### src/hw/rtl/a85_pkg.sv
// shared types and constants of the ascii85 stream decoder
`timescale 1ns / 1ps

package a85_pkg;

   localparam logic [7:0]  DIGIT_BIAS = 8'd33;
   localparam logic [7:0]  ZERO_CHAR  = 8'h7A;
   localparam logic [31:0] RADIX      = 32'd85;
   localparam logic [2:0]  GROUP_CHARS = 3'd5;
   localparam logic [1:0]  LAST_BYTE  = 2'd3;

   localparam logic MODE_CHAR  = 1'b0;
   localparam logic MODE_FLUSH = 1'b1;

   // one decoded group waiting to be sent as bytes
   typedef struct packed {
      logic [31:0] value;
      logic [1:0]  last_idx;
   } group_type;

   // word handed from the front to the queue
   typedef struct packed {
      logic      push;
      group_type group;
   } push_type;

   // queue state seen by front and back
   typedef struct packed {
      logic full;
      logic empty;
   } queue_stat_type;

   // 85 to the power of the number of pad digits
   function automatic logic [31:0] pad_scale(input logic [2:0] pads);
      logic [31:0] s;
      begin
         case (pads)
            3'd1:    s = 32'd85;
            3'd2:    s = 32'd7225;
            3'd3:    s = 32'd614125;
            3'd4:    s = 32'd52200625;
            default: s = 32'd1;
         endcase
         return s;
      end
   endfunction

endpackage

### src/hw/rtl/a85_channels.sv
// stream channel interfaces for characters in and bytes out
`timescale 1ns / 1ps

interface a85_req_if;
   logic       valid;
   logic       ready;
   logic       mode;
   logic [7:0] char_code;

   modport source (output valid, output mode, output char_code, input ready);
   modport sink (input valid, input mode, input char_code, output ready);
endinterface

interface a85_rsp_if;
   logic       valid;
   logic       ready;
   logic [7:0] data_byte;
   logic       last_of_run;

   modport source (output valid, output data_byte, output last_of_run, input ready);
   modport sink (input valid, input data_byte, input last_of_run, output ready);
endinterface

### src/hw/rtl/a85_front.sv
// front end: accepts characters, keeps the base-85 accumulator, forms groups
`timescale 1ns / 1ps

module a85_front (
   input  logic                    clock,
   input  logic                    reset,
   a85_req_if.sink                 req_if,
   input  a85_pkg::queue_stat_type stat,
   output a85_pkg::push_type       push_out
);

   logic [31:0] acc_ff, acc_in;
   logic [2:0]  count_ff, count_in;
   logic        accept;
   logic [31:0] digit;
   logic [31:0] acc_next;
   logic [31:0] padded;
   logic [2:0]  count_next;
   logic [63:0] prod_digit;
   logic [63:0] prod_pad;

   assign req_if.ready = ~stat.full;
   assign accept = req_if.valid & req_if.ready;

   assign digit      = {24'd0, req_if.char_code} - {24'd0, a85_pkg::DIGIT_BIAS};
   assign prod_digit = {32'd0, acc_ff} * {32'd0, a85_pkg::RADIX};
   assign acc_next   = prod_digit[31:0] + digit;
   assign count_next = count_ff + 3'd1;

   // padding with digit 84 up to five gives (acc + 1) * 85^pads - 1
   assign prod_pad = {32'd0, acc_ff + 32'd1}
                     * {32'd0, a85_pkg::pad_scale(a85_pkg::GROUP_CHARS - count_ff)};
   assign padded   = prod_pad[31:0] - 32'd1;

   always_comb begin
      acc_in   = acc_ff;
      count_in = count_ff;
      push_out = '0;
      if (accept) begin
         if (req_if.mode == a85_pkg::MODE_FLUSH) begin
            acc_in   = '0;
            count_in = '0;
            if (count_ff >= 3'd2) begin
               push_out.push           = 1'b1;
               push_out.group.value    = padded;
               push_out.group.last_idx = count_ff[1:0] - 2'd2;
            end
         end else if (req_if.char_code == a85_pkg::ZERO_CHAR) begin
            acc_in   = '0;
            count_in = '0;
            push_out.push           = 1'b1;
            push_out.group.value    = '0;
            push_out.group.last_idx = a85_pkg::LAST_BYTE;
         end else if (count_next == a85_pkg::GROUP_CHARS) begin
            acc_in   = '0;
            count_in = '0;
            push_out.push           = 1'b1;
            push_out.group.value    = acc_next;
            push_out.group.last_idx = a85_pkg::LAST_BYTE;
         end else begin
            acc_in   = acc_next;
            count_in = count_next;
         end
      end
   end

   always_ff @(posedge clock) begin
      if (reset) begin
         acc_ff   <= '0;
         count_ff <= '0;
      end else begin
         acc_ff   <= acc_in;
         count_ff <= count_in;
      end
   end

endmodule

### src/hw/rtl/a85_queue.sv
// short group queue between front and back
`timescale 1ns / 1ps

module a85_queue #(
   parameter int DEPTH = 4
) (
   input  logic                    clock,
   input  logic                    reset,
   input  a85_pkg::push_type       push_in,
   input  logic                    pop,
   output a85_pkg::group_type      head,
   output a85_pkg::queue_stat_type stat
);

   localparam int PTR_W = (DEPTH > 1) ? $clog2(DEPTH) : 1;
   localparam int CNT_W = $clog2(DEPTH + 1);
   localparam logic [PTR_W-1:0] LAST_PTR = PTR_W'(DEPTH - 1);
   localparam logic [CNT_W-1:0] FULL_CNT = CNT_W'(DEPTH);

   a85_pkg::group_type mem [DEPTH];
   logic [PTR_W-1:0] wr_ptr_ff, wr_ptr_in;
   logic [PTR_W-1:0] rd_ptr_ff, rd_ptr_in;
   logic [CNT_W-1:0] count_ff, count_in;
   logic             do_push;
   logic             do_pop;

   assign stat.full  = (count_ff == FULL_CNT);
   assign stat.empty = (count_ff == '0);
   assign do_push = push_in.push & ~stat.full;
   assign do_pop  = pop & ~stat.empty;
   assign head    = mem[rd_ptr_ff];

   always_comb begin
      wr_ptr_in = wr_ptr_ff;
      rd_ptr_in = rd_ptr_ff;
      count_in  = count_ff;
      if (do_push) begin
         wr_ptr_in = (wr_ptr_ff == LAST_PTR) ? '0 : wr_ptr_ff + PTR_W'(1);
      end
      if (do_pop) begin
         rd_ptr_in = (rd_ptr_ff == LAST_PTR) ? '0 : rd_ptr_ff + PTR_W'(1);
      end
      case ({do_push, do_pop})
         2'b10:   count_in = count_ff + CNT_W'(1);
         2'b01:   count_in = count_ff - CNT_W'(1);
         default: count_in = count_ff;
      endcase
   end

   always_ff @(posedge clock) begin
      if (do_push) begin
         mem[wr_ptr_ff] <= push_in.group;
      end
   end

   always_ff @(posedge clock) begin
      if (reset) begin
         wr_ptr_ff <= '0;
         rd_ptr_ff <= '0;
         count_ff  <= '0;
      end else begin
         wr_ptr_ff <= wr_ptr_in;
         rd_ptr_ff <= rd_ptr_in;
         count_ff  <= count_in;
      end
   end

endmodule

### src/hw/rtl/a85_back.sv
// back end: sends each queued group as big-endian bytes
`timescale 1ns / 1ps

module a85_back (
   input  logic                    clock,
   input  logic                    reset,
   input  a85_pkg::group_type      head,
   input  a85_pkg::queue_stat_type stat,
   output logic                    pop,
   a85_rsp_if.source               rsp_if
);

   logic [1:0] idx_ff, idx_in;
   logic       sent;
   logic       last;

   assign rsp_if.valid = ~stat.empty;
   assign last = (idx_ff == head.last_idx);
   assign rsp_if.last_of_run = last;
   assign sent = rsp_if.valid & rsp_if.ready;
   assign pop  = sent & last;

   always_comb begin
      case (idx_ff)
         2'd0:    rsp_if.data_byte = head.value[31:24];
         2'd1:    rsp_if.data_byte = head.value[23:16];
         2'd2:    rsp_if.data_byte = head.value[15:8];
         default: rsp_if.data_byte = head.value[7:0];
      endcase
   end

   always_comb begin
      idx_in = idx_ff;
      if (sent) begin
         idx_in = last ? 2'd0 : idx_ff + 2'd1;
      end
   end

   always_ff @(posedge clock) begin
      if (reset) begin
         idx_ff <= '0;
      end else begin
         idx_ff <= idx_in;
      end
   end

endmodule

### src/hw/rtl/ascii85_stream_decoder.sv
// top level of the ascii85 stream decoder
`timescale 1ns / 1ps
//
// req_if takes one word per cycle if ready: an ascii85 character (mode 0) or an
// end-of-stream marker (mode 1) that flushes a partial group padded with 'u'.
// rsp_if gives decoded bytes, most significant first, with last_of_run set
// on the final byte that one request word caused.
// the front keeps the base-85 accumulator and takes a character every cycle
// while the group queue has room; one multiply by 85 per character sets that.
// a finished group (five characters, 'z', or a flush after two or more) enters
// the queue in the cycle it is accepted; its bytes go out on rsp_if one a cycle
// while ready holds, so the byte port sets the rate at up to four bytes a group.
// when the receiver stalls, groups build up in the queue of QUEUE_DEPTH entries
// and req_if.ready drops only once the queue is full.
// synchronous reset clears the accumulator, character count and queue; no
// bytes are pending afterwards.
//
module ascii85_stream_decoder #(
   parameter int QUEUE_DEPTH = 4
) (
   input  logic      clock,
   input  logic      reset,
   a85_req_if.sink   req_if,
   a85_rsp_if.source rsp_if
);

   a85_pkg::push_type       push;
   a85_pkg::group_type      head;
   a85_pkg::queue_stat_type stat;
   logic                    pop;

   a85_front u_front (
      .clock    (clock),
      .reset    (reset),
      .req_if   (req_if),
      .stat     (stat),
      .push_out (push)
   );

   a85_queue #(
      .DEPTH (QUEUE_DEPTH)
   ) u_queue (
      .clock   (clock),
      .reset   (reset),
      .push_in (push),
      .pop     (pop),
      .head    (head),
      .stat    (stat)
   );

   a85_back u_back (
      .clock  (clock),
      .reset  (reset),
      .head   (head),
      .stat   (stat),
      .pop    (pop),
      .rsp_if (rsp_if)
   );

endmodule

### src/flat_wrapper.sv
// flat-port wrapper written by rule: the top's interface ports become plain ports
module ascii85_stream_decoder_flat 
#(
   parameter int QUEUE_DEPTH = 4
)
  (clock, reset, req_if_valid, req_if_mode, req_if_char_code, req_if_ready, rsp_if_valid, rsp_if_data_byte, rsp_if_last_of_run, rsp_if_ready);
  a85_req_if req_if_i ();
  a85_rsp_if rsp_if_i ();
  input  logic clock;
  input  logic reset;
  input wire logic [$bits(req_if_i.valid)-1:0] req_if_valid;
  input wire logic [$bits(req_if_i.mode)-1:0] req_if_mode;
  input wire logic [$bits(req_if_i.char_code)-1:0] req_if_char_code;
  output wire logic [$bits(req_if_i.ready)-1:0] req_if_ready;
  output wire logic [$bits(rsp_if_i.valid)-1:0] rsp_if_valid;
  output wire logic [$bits(rsp_if_i.data_byte)-1:0] rsp_if_data_byte;
  output wire logic [$bits(rsp_if_i.last_of_run)-1:0] rsp_if_last_of_run;
  input wire logic [$bits(rsp_if_i.ready)-1:0] rsp_if_ready;
  assign req_if_i.valid = req_if_valid;
  assign req_if_i.mode = req_if_mode;
  assign req_if_i.char_code = req_if_char_code;
  assign req_if_ready = req_if_i.ready;
  assign rsp_if_valid = rsp_if_i.valid;
  assign rsp_if_data_byte = rsp_if_i.data_byte;
  assign rsp_if_last_of_run = rsp_if_i.last_of_run;
  assign rsp_if_i.ready = rsp_if_ready;
  ascii85_stream_decoder #(.QUEUE_DEPTH(QUEUE_DEPTH)) u_core (.clock(clock), .reset(reset), .req_if(req_if_i), .rsp_if(rsp_if_i));
endmodule
### config.mk
export PLATFORM = sky130hd
export DESIGN_NAME = ascii85_stream_decoder_flat
export DESIGN_NICKNAME = d
export VERILOG_FILES = /design/src/hw/rtl/a85_pkg.sv /design/src/hw/rtl/a85_channels.sv /design/src/hw/rtl/a85_front.sv /design/src/hw/rtl/a85_queue.sv /design/src/hw/rtl/a85_back.sv /design/src/hw/rtl/ascii85_stream_decoder.sv /design/src/flat_wrapper.sv
export SDC_FILE = /design/constraint.sdc
export NUM_CORES = 1
export LEC_CHECK = 0
export ABC_AREA = 1
export BUFFER_PORTS_ARGS = -buffer_cell sky130_fd_sc_hd__buf_2
export CAP_MARGIN = 20
export CORE_MARGIN = 1.5
export CORE_UTILIZATION = 58
export CTS_CLUSTER_DIAMETER = 200
export DETAILED_ROUTE_END_ITERATION = 12
export PLACE_DENSITY = 0.8
export SYNTH_ARGS = -nofsm -noshare
export SYNTH_HDL_FRONTEND = slang
export SYNTH_SLANG_ARGS = --single-unit
export TNS_END_PERCENT = 10
### constraint.sdc
create_clock -name clock -period 8.1 [get_ports clock]
set_input_delay 1.215 -clock clock [delete_from_list [all_inputs] [get_ports clock]]
set_output_delay 1.215 -clock clock [all_outputs]
set_load 0.03 [all_outputs]
* After elaboration in Yosys (flattened, before gate mapping)
Memories as Yosys holds them, arrays and structs flattened. A register that Yosys moved wholly into a read port is not among the register bits.
Index checks and enable logic that the tools add are counted.
** Operators by class
- Add/subtract/negate cells :: 12
- $mul :: 2
- Divide/modulo/power cells :: 0
- Order comparisons :: 1
- Eq/ne operators :: 14
- Shifts and indexed selects :: 0
- Multiplexer cells :: 21
- Bitwise logic cells :: 7
- Reduce and logical (&&, ||, !) cells :: 3
** Operators by type and width (count)
- 35-bit 2-to-1 mux :: 5
- 26-bit case mux with 4 select lines :: 1
- 32-bit 2-to-1 mux :: 3
- 32-bit by 1-bit adder with 32-bit output, second input constant :: 1
- 32-bit adder :: 1
- 32-bit by 32-bit multiplier with 32-bit output :: 1
- 32-bit by 7-bit multiplier with 32-bit output, second input constant :: 1
- 32-bit by 1-bit subtractor with 32-bit output, second input constant :: 1
- 8-bit case mux with 3 select lines :: 1
- 2-bit 2-to-1 mux :: 5
- 3-bit equality test, second input constant :: 3
- 3-bit 2-to-1 mux :: 3
- 8-bit by 6-bit subtractor with 9-bit output, second input constant :: 1
- 2-bit equality test, second input constant :: 4
- 8-bit by 7-bit equality test with 1-bit output, second input constant :: 1
- 2-bit by 1-bit adder with 2-bit output, second input constant :: 3
- 3-bit by 1-bit adder with 3-bit output, second input constant :: 2
- 3-bit by 2-bit equality test with 1-bit output, second input constant :: 2
- 3-bit case mux with 2 select lines :: 1
- 1-bit bitwise AND :: 5
- 2-bit by 1-bit equality test with 1-bit output, second input constant :: 2
- 3-bit by 1-bit equality test with 1-bit output, second input constant :: 1
- 3-bit by 2-bit >= comparator with 1-bit output, second input constant :: 1
- 3-bit zero test :: 1
- other kinds (8) :: 10
** Storage, ports and cells
- Register bits after elaboration :: 44
- Latch bits :: 0
- RAM bits :: 136
- Bits in read-only memories :: 0
- Input port bits :: 13
- Output and inout bits :: 11
- Logic and storage cells :: 67
- Memories :: 1
** Memory list
- u_core.u_queue.mem :: words 4, width 34, read ports 1, clocked after memory_dff 1, write ports 1, line a85_queue.sv:20 : a85_pkg::group_type mem [DEPTH];

* Logic depth before layout (Yosys ltp)
Gate-level depths: netlist (run 1).
- Depth after elaboration :: 11
- Depth in mapped cells :: 42
- Mapped depth without buffers :: 41

* Cells and area by module
Synthesis (run 1) repeated with hierarchy kept, for this count alone.
** Second synthesis, totals
- Cells, all modules :: 3221
- Area total of the unflattened synthesis :: 27122.3 um2
** By module, submodules not included
- a85_front :: times used 1, cells each 2743, area an instance 20940.1 um2, seq. area each 700.7 um2
- a85_queue :: times used 1, cells each 401, area an instance 5754.3 um2, seq. area each 4264.1 um2
- a85_back :: times used 1, cells each 77, area an instance 427.9 um2, seq. area each 40.0 um2

* Least setup slack after synthesis (run 1)
OpenSTA, ideal clock, no wires.
- Kind :: register -> register
- Start point :: register u_core.u_front.count_ff[1]
- End point :: memory u_core.u_queue.mem[0][33] (netlist bit) (data pin)
- Setup time :: 0.257 ns
- Arrival :: 7.082 ns
- Required time :: 7.843 ns
- Path slack :: 0.761 ns
- Stages on the path, launching flop included :: 38
- Buffers on the path :: 1
- Period minus slack after synthesis :: 7.339 ns
- Path through :: dfxtp_1 inv_1 ha_1 nor2_4 inv_2 nand2_2 inv_2 nand2_1 inv_1 clkbuf_1 nor2_1 fa_1 fa_1 inv_1 fa_1 inv_1 fa_1 inv_1 (+2 left out) fa_1 inv_1 fa_1 inv_1 ha_1 inv_1 nor3_1 nand2_1 inv_1 nand4_1 and3_1 nand3b_1 nand2_1 inv_1 nand2_1 nand3_1 nand2_1 inv_1
** RTL lines
- start, declared :: line a85_front.sv:13 : logic [2:0] count_ff, count_in;
- start signal, assigned :: line a85_front.sv:73 : count_ff <= count_in;
- end, declared :: line a85_queue.sv:20

==> results.md, run 1 <==
- Outcome: finished clean
- Setup Crit Path Kind: reg2reg
- CP bufs+invs: 6
- Pleak: 14.21 nW
- Post-synthesis sequential area ratio: 18.80%
- Num CTS Buffers: 17
- Library cells used by synthesis: 51
- Switch Pwr: 0.003489 W
- Clock root buffer: clkbuf_16
- Area contributors post-synth: fa_1 29%, edfxtp_1 15%, ha_1 14%
- Cell area after layout: 28600 sq um
- Synth area leader: fa_1
- PwrDens: 229.1 nW/um^2
- Worst-skew pair later-pin latency: 0.46 ns
- Post-detail-place hpwl: 60820 um
- Hold Vio Cnt, Final: 0
- Initial Util: 58.78%
- Register-to-register path setup slack: 0.21 ns
- Via-to-Cell Ratio: 5.514
- Sequential group share of total power: 17.5%
- Avg Cell Area, Syn: 8.357 sq um
- Largest net degree at the start of global routing: 70
- Critical path's slowest cell: fa_1
- Area Growth Syn to Fin: 7.460%
- Vias after detailed routing: 21258
- CTS tree: built
- Critical Path Max Stage Delay: 0.57 ns
- Number of max-cap violations: 0
- Gp weighted congestion: 1.011
- Placed inst area: 27770 sq um
- Worst setup path start: u_core.u_front.acc_ff[0]
- Critical path startpoint category: register
- Input/output buffers: 23
- Rows: 78
- Worst Reg-to-Reg Cells: 32
- CP endpoint kind: register
- I/O pin cnt: 24
- CORE AREA: 45280 sq um
- Warnings from Yosys: 0
- Final core occ: 63.16%
- Power Internal: 0.003064 W
- Critical-path maximum fanout: 6
- Full die area: 47180 sq um
- Multi-input gate area: 18220 sq um
- Worst reg2reg endpoint: u_core.u_queue.mem[2][28]
- Fin crit period: 7.890 ns
- Count of final setup violators: 0
- Final Cycle Share: 97.41%
- Drt total wl: 73370 um
- First-pass GRT wire length: 114600 um
- Max-slew headroom: 33.41%
- Final antenna diode count: 0
- First-iteration detailed-routing DRC count: 2337
- Initial antenna violation count: 0
- Vias in the first global route: 21378
- Fraction of layout cells with a size suffix above 1: 6.605%
- H-Tree Depth: 4
- Die X: 217.2 um
- CTS clk-pin slew, worst paths: 0.08 ns
- Syn Nets: 3883
- Synth Flop Type: edfxtp_1
- Synth Cell Area: 26620 sq um
- Total gr overflow: 0
- Total Power: 0.006553 W
- Levels on crit path: 32
- Wire length per cell: 19.03 um
- TritonRoute pass-1 iters: 8
- Number of enable flip-flop cells after synthesis: 136
- Cts hold-fix bufs: 0
- Reg-to-Reg Start: u_core.u_front.acc_ff[0]
- Clk_skew: 0.01380 ns
- Sink Count: 182
- Required time worst endpoint: 8.25 ns
- Power share of the combinational group: 70.3%
- Slew @ Worst Pin: 0.9965 ns
- CP top delay family: adder cells
- Max Freq: 126.7 MHz
- CP arrival: 8.04 ns
- Worst vdd ir: 0.1891 mV
- Nets: 3940
- Crit path to: u_core.u_queue.mem[2][28]
- Synth top area share: 29.41%
- Register Area: 5009 sq um
- GR Util All Layers: 31.99%
- Worst min-delay path class: reg2reg
- Synth Register Bits: 182
- Antenna-violating nets left: 0
- Drc violations: 0
- Clock network power share: 12.2%
- Max Root-Sink Buffers: 2
- Cell count after synthesis: 3185
- Sw Ratio: 53.24%
- Die Y: 217.2 um
- Fraction of registers with async set/reset: 0%
- Fillers: 3797
- Max-slew violations: 0
- Unrepaired setup endpoints after global routing: true
-- metal layers --
metal | global-route usage (%) | wire (um) | vias up
met5 | 0 | 0 | -
met2 | 52.01 | 34380 | 1011
met3 | 6.709 | 6759 | 196
met4 | 13.29 | 3222 | 0
li1 | - | - | 9842
met1 | 41.73 | 29010 | 10209
-- power by group through the flow --
stage	clock network (W)	logic, W	registers (W)
2_1_floorplan	0	0.00310	0.00115
3_3_place_gp	0	0.00439	0.00116
3_5_place_dp	0	0.00445	0.00116
4_1_cts	0.000801	0.00448	0.00114
5_1_grt	0.000841	0.00512	0.00115
6_report	0.000803	0.00461	0.00114
-- state kept, by name (all words and copies together), names as in the netlist, named ones only --
| name | cells |
|---|---|
| u_core.u_queue.count_ff | 3 |
| u_core.u_queue.wr_ptr_ff | 2 |
| u_core.u_back.idx_ff | 2 |
| u_core.u_front.count_ff | 3 |
| u_core.u_queue.rd_ptr_ff | 2 |
| u_core.u_front.acc_ff | 32 |
| u_core.u_queue.mem | 136 |
-- worst min-delay path by stage --
stage,start,endpoint,slack [ns],depth (start not counted)
after floorplan,u_core.u_queue.count_ff[0],u_core.u_queue.count_ff[0],0.42,1
after global placement,u_core.u_queue.count_ff[0],u_core.u_queue.count_ff[0],0.44,1
after detailed placement,u_core.u_queue.count_ff[0],u_core.u_queue.count_ff[0],0.45,1
after CTS,u_core.u_queue.count_ff[0],u_core.u_queue.count_ff[0],0.47,1
after global routing,u_core.u_queue.count_ff[0],u_core.u_queue.count_ff[0],0.51,1
final,u_core.u_queue.count_ff[0],u_core.u_queue.count_ff[0],0.47,1
-- placed cells by master (no fill, tap or decap), types with 27 or more instances in the layout --
cell type  Yosys  routed
inv_1        881     876
edfxtp_1     136     136
o21ai_0      110     109
nor2_1       285     272
fa_1         391     391
a21oi_1      158     152
nand2_1      440     440
nand3_1      122     122
dfxtp_1       46      43
o22ai_1       27      27
ha_1         294     292
buf_4          0      70
xor2_1        30      28
-- cell families (layout without fill, tap and decap cells) --
group,count (synthesis),in the layout,share of synthesized area (%)
buf+inv,948,1018,13.38
fa+ha+maj,685,685,43.23
xor+xnor,57,57,1.904
compound gates,361,361,7.493
simple gates,952,952,15.19
flops,182,182,18.80
-- Yosys cell counts, drive strengths merged, types with 31 or more instances --
library cell,instances
inv,887
nand2,451
fa,391
nor2,297
ha,294
a21oi,158
edfxtp,136
nand3,125
o21ai,116
clkbuf,53
dfxtp,46
xor2,31
-- final cells by class --
type | count | area share [%]
inverters | 889 | 11.69
clock inverters | 14 | 0.4593
well taps | 600 | 2.625
multi-input cells | 2055 | 63.70
clock buffers | 18 | 1.500
flip-flops and latches | 182 | 17.51
repair buffers | 97 | 2.515
-- stage by stage --
step                      cells  setup TNS (ns)  hold slack, ns  worst slack (ns)
after global routing       3855          -1.943          0.5097           -0.1646
after detailed placement   3811               0          0.4529            0.2146
after floorplan            3185               0          0.4225            0.7611
final                      3855               0          0.4722            0.2097
after global placement     3811               0          0.4405            0.2331
after CTS                  3843               0          0.4674            0.1511
-- repair_timing --
| item | in CTS | in global routing |
|---|---|---|
| setup endpoints to repair | 0 | 52 |
| resized for setup | 0 | 35 |
| setup buffers | 0 | 10 |
-- worst register-to-register path, delay by kind of cell, from the launching register on --
kind            cells  cell delay, ns
fa+ha+maj           9            3.97
compound gates      8            1.43
simple gates        9            1.31
buf+inv             6            0.52
flops               1            0.36
No activity file was read; power rests on OpenSTA's default activity.
==> run 2: changes to the inputs <==
--- a/config.mk
+++ b/config.mk
@@ -8,6 +8,7 @@
 export ABC_AREA = 1
 export BUFFER_PORTS_ARGS = -buffer_cell sky130_fd_sc_hd__buf_2
 export CAP_MARGIN = 20
+export CORE_ASPECT_RATIO = 2
 export CORE_MARGIN = 1.5
 export CORE_UTILIZATION = 58
 export CTS_CLUSTER_DIAMETER = 200
==> run 2 against run 1 <==
- wire length grew 15%
- core utilization increased by 0.82 points
- hold slack worse by 0.018 ns
- critical path depth fell by 1
- sequential share of layout area down 0.14 points
- combinational power increased by 7.2%
- setup slack gained 0.045 ns
- non-clock buffer count grew 48
- cell count is 0.21% higher
- register-to-register slack better by 0.04 ns
==> results.md, run 2 (synthesis gave the netlist of run 1 again) <==
- Clock root buffer: clkbuf_16
- Final Cycle Share: 96.86% (-0.55 points)
- Max Freq: 127.5 MHz (+0.57%)
- Vias in the first global route: 23303 (+9.0%)
- Gp weighted congestion: 1.050 (+3.9%)
- Via-to-Cell Ratio: 5.647 (+2.4%)
- CP arrival: 8.04 ns (about the same)
- CP endpoint kind: register
- CORE AREA: 45140 sq um (-0.31%)
- Input/output buffers: 23 (unchanged)
- First-pass GRT wire length: 127400 um (+11%)
- Rows: 110 (+41%)
- Worst-skew pair later-pin latency: 0.46 ns (about the same)
- Worst Reg-to-Reg Cells: 31 (-3.1%)
- Setup TNS: 0 ns (unchanged)
- Fillers: 3762 (-0.92%)
- TritonRoute pass-1 iters: 6 (-2)
- Critical-path maximum fanout: 7 (+1)
- Hold_sp: u_core.u_queue.count_ff[0]
- Initial antenna violation count: 0 (unchanged)
- Count of final setup violators: 0 (unchanged)
- Sink Count: 182 (unchanged)
- Most common cell after layout, fill and taps aside: inv_1
- Max-slew violations: 0 (unchanged)
- CTS tree: built
- Area Growth Syn to Fin: 8.518%
- Antenna-violating nets left: 0 (unchanged)
- Metal2 WL: 42830 um (+25%)
- Fin crit period: 7.846 ns (-0.04464 ns)
- Total gr overflow: 0 (unchanged)
- Wl on met1: 25740 um (-11%)
- PwrDens: 238.3 nW/um^2 (+4.0%)
- Hold Vio Cnt, Final: 0 (unchanged)
- Drc violations: 0 (unchanged)
- CTS clk-pin slew, worst paths: 0.07 ns (about the same)
- Commonest cells after routing, fill and taps aside: 878 x inv_1, 437 x nand2_1, 390 x fa_1, 292 x ha_1, 275 x nor2_1
- Wire length per cell: 21.76 um (+14%)
- Max Root-Sink Buffers: 2 (unchanged)
- Final cell count without fillers: 3863 (+0.21%)
- H-Tree Depth: 4 (unchanged)
- Full die area: 47260 sq um (+0.17%)
- First-iteration detailed-routing DRC count: 1553 (-34%)
- Vias after detailed routing: 21815 (+2.6%)
- Cell count after placement: 3823 (+0.31%)
- Nets: 3988 (+1.2%)
- DR WL met3: 4199 um (-38%)
- Required time worst endpoint: 8.30 ns (+0.05 ns)
- Outcome: finished clean
- I/O pin cnt: 24 (unchanged)
- Clk_skew: 0.01239 ns (-0.001409 ns)
- Top Layer Used: met4
- Reg-to-Reg Start: u_core.u_front.acc_ff[6]
- Max FFs per register: 136 (unchanged)
- Die X: 154.5 um (-29%)
- GR Util All Layers: 36.76% (+4.8 points)
- Register-to-register path setup slack: 0.25 ns (+0.04 ns)
- Final antenna diode count: 0 (unchanged)
- Worst reg2reg endpoint: u_core.u_queue.mem[3][33]
- Post-detail-place hpwl: 70060 um (+15%)
- Num CTS Buffers: 17 (unchanged)
- Critical path's slowest cell: fa_1
- Hold_ws: 0.4538 ns (-0.01847 ns)
- Critical Path Max Stage Delay: 0.55 ns (-0.02 ns)
- Biggest register: u_core.u_queue.mem
- Fraction of layout cells with a size suffix above 1: 7.932% (+1.3 points)
- Hold depth: 1 (unchanged)
- Die Y: 306.0 um (+41%)
- Worst min-delay path class: reg2reg
- Slew @ Worst Pin: 1.168 ns (+0.1712 ns)
- Worst Hold End: u_core.u_queue.count_ff[0]
- Biggest regs: u_core.u_queue.mem: 136 flops, u_core.u_front.acc_ff: 32 flops
- Setup Crit Path Kind: reg2reg
- Max-slew headroom: 21.97% (-11 points)
- Initial Util: 58.96% (+0.18 points)
- Pleak: 14.46 nW (+1.7%)
- Largest net degree at the start of global routing: 69 (-1.4%)
- Drt total wl: 84070 um (+15%)
- Worst vdd ir: 0.1756 mV (-7.1%)
- Number of max-cap violations: 0 (unchanged)
- Critical path startpoint category: register
- Unrepaired setup endpoints after global routing: true
run 2: cell count changes in the layout (fill, tap and decap cells not counted), sizes merged:
cell      previous run  this run
buf                 97       145
clkinv              10         7
clkbuf              18        22
clkinvlp             2         3
inv                891       889
run 2: final cells by class:
| cell class | instances | area (sq um) | area share [%] |
|---|---|---|---|
| clock inverter | 10 | 75.07 | 0.2599 |
| multi-input combinational | 2055 | 18190 | 62.97 |
| inverter | 889 | 3337 | 11.55 |
| sequential | 182 | 5016 | 17.37 |
| clock buffer | 22 | 454.2 | 1.572 |
| tap | 560 | 700.7 | 2.426 |
| timing repair buffer | 145 | 1114 | 3.855 |
run 2: per-stage QoR:
stage                     util (%)  area [sq um]  total power, W  worst slack (ns)
after floorplan                  -         26620        0.004256            0.7611
after global placement       62.33         28140        0.005791         -0.008090
after detailed placement     62.33         28140        0.005899          -0.09007
after CTS                    63.52         28680        0.006693         0.0002709
after global routing         63.98         28880        0.007418          -0.05410
final                        63.98         28880        0.006883            0.2543
run 2: worst max-delay path: cells and delay by family (launching register included):
| kind | cells | cell delay [ns] |
|---|---|---|
| and+or+nand+nor | 11 | 1.88 |
| buffers and inverters | 8 | 0.70 |
| xor gates and xnor gates | 1 | 0.10 |
| AOI/OAI and AO/OA | 3 | 0.64 |
| adders and majority gates | 8 | 3.84 |
| DFF | 1 | 0.43 |
run 2: power by group:
part,internal (W),switching [W]
sequential,0.00108,0.0000805
combinational,0.00181,0.00314
clock,0.000402,0.000374
run 2: worst max-delay path by stage:
stage,start,end,cells past startpoint
CTS,u_core.u_front.acc_ff[8],u_core.u_queue.mem[3][28],31
global route,u_core.u_front.acc_ff[0],u_core.u_queue.mem[3][33],32
detailed placement,u_core.u_front.acc_ff[8],u_core.u_queue.mem[0][31],31
global placement,u_core.u_front.acc_ff[8],u_core.u_queue.mem[1][31],29
floorplan,u_core.u_front.count_ff[1],u_core.u_queue.mem[0][33],37
finish,u_core.u_front.acc_ff[6],u_core.u_queue.mem[3][33],31
run 2: metal layers:
metal / track usage (%) / up-vias
met3: 5.625 / 457
met2: 65.63 / 936
met1: 33.30 / 10481
li1: - / 9941
met5: 0 / -
met4: 40.32 / 0
run 2: repair_timing:
| item | 4_1_cts | 5_1_grt |
|---|---|---|
| hold endpoints to repair | 0 | 0 |
| hold buffers | 0 | 0 |
| buffers inserted | 0 | 6 |
| gates cloned | 0 | 0 |
| endpoints found under the setup margin | 4 | 52 |
| pin swaps | 0 | 5 |
| gates resized for setup | 1 | 38 |
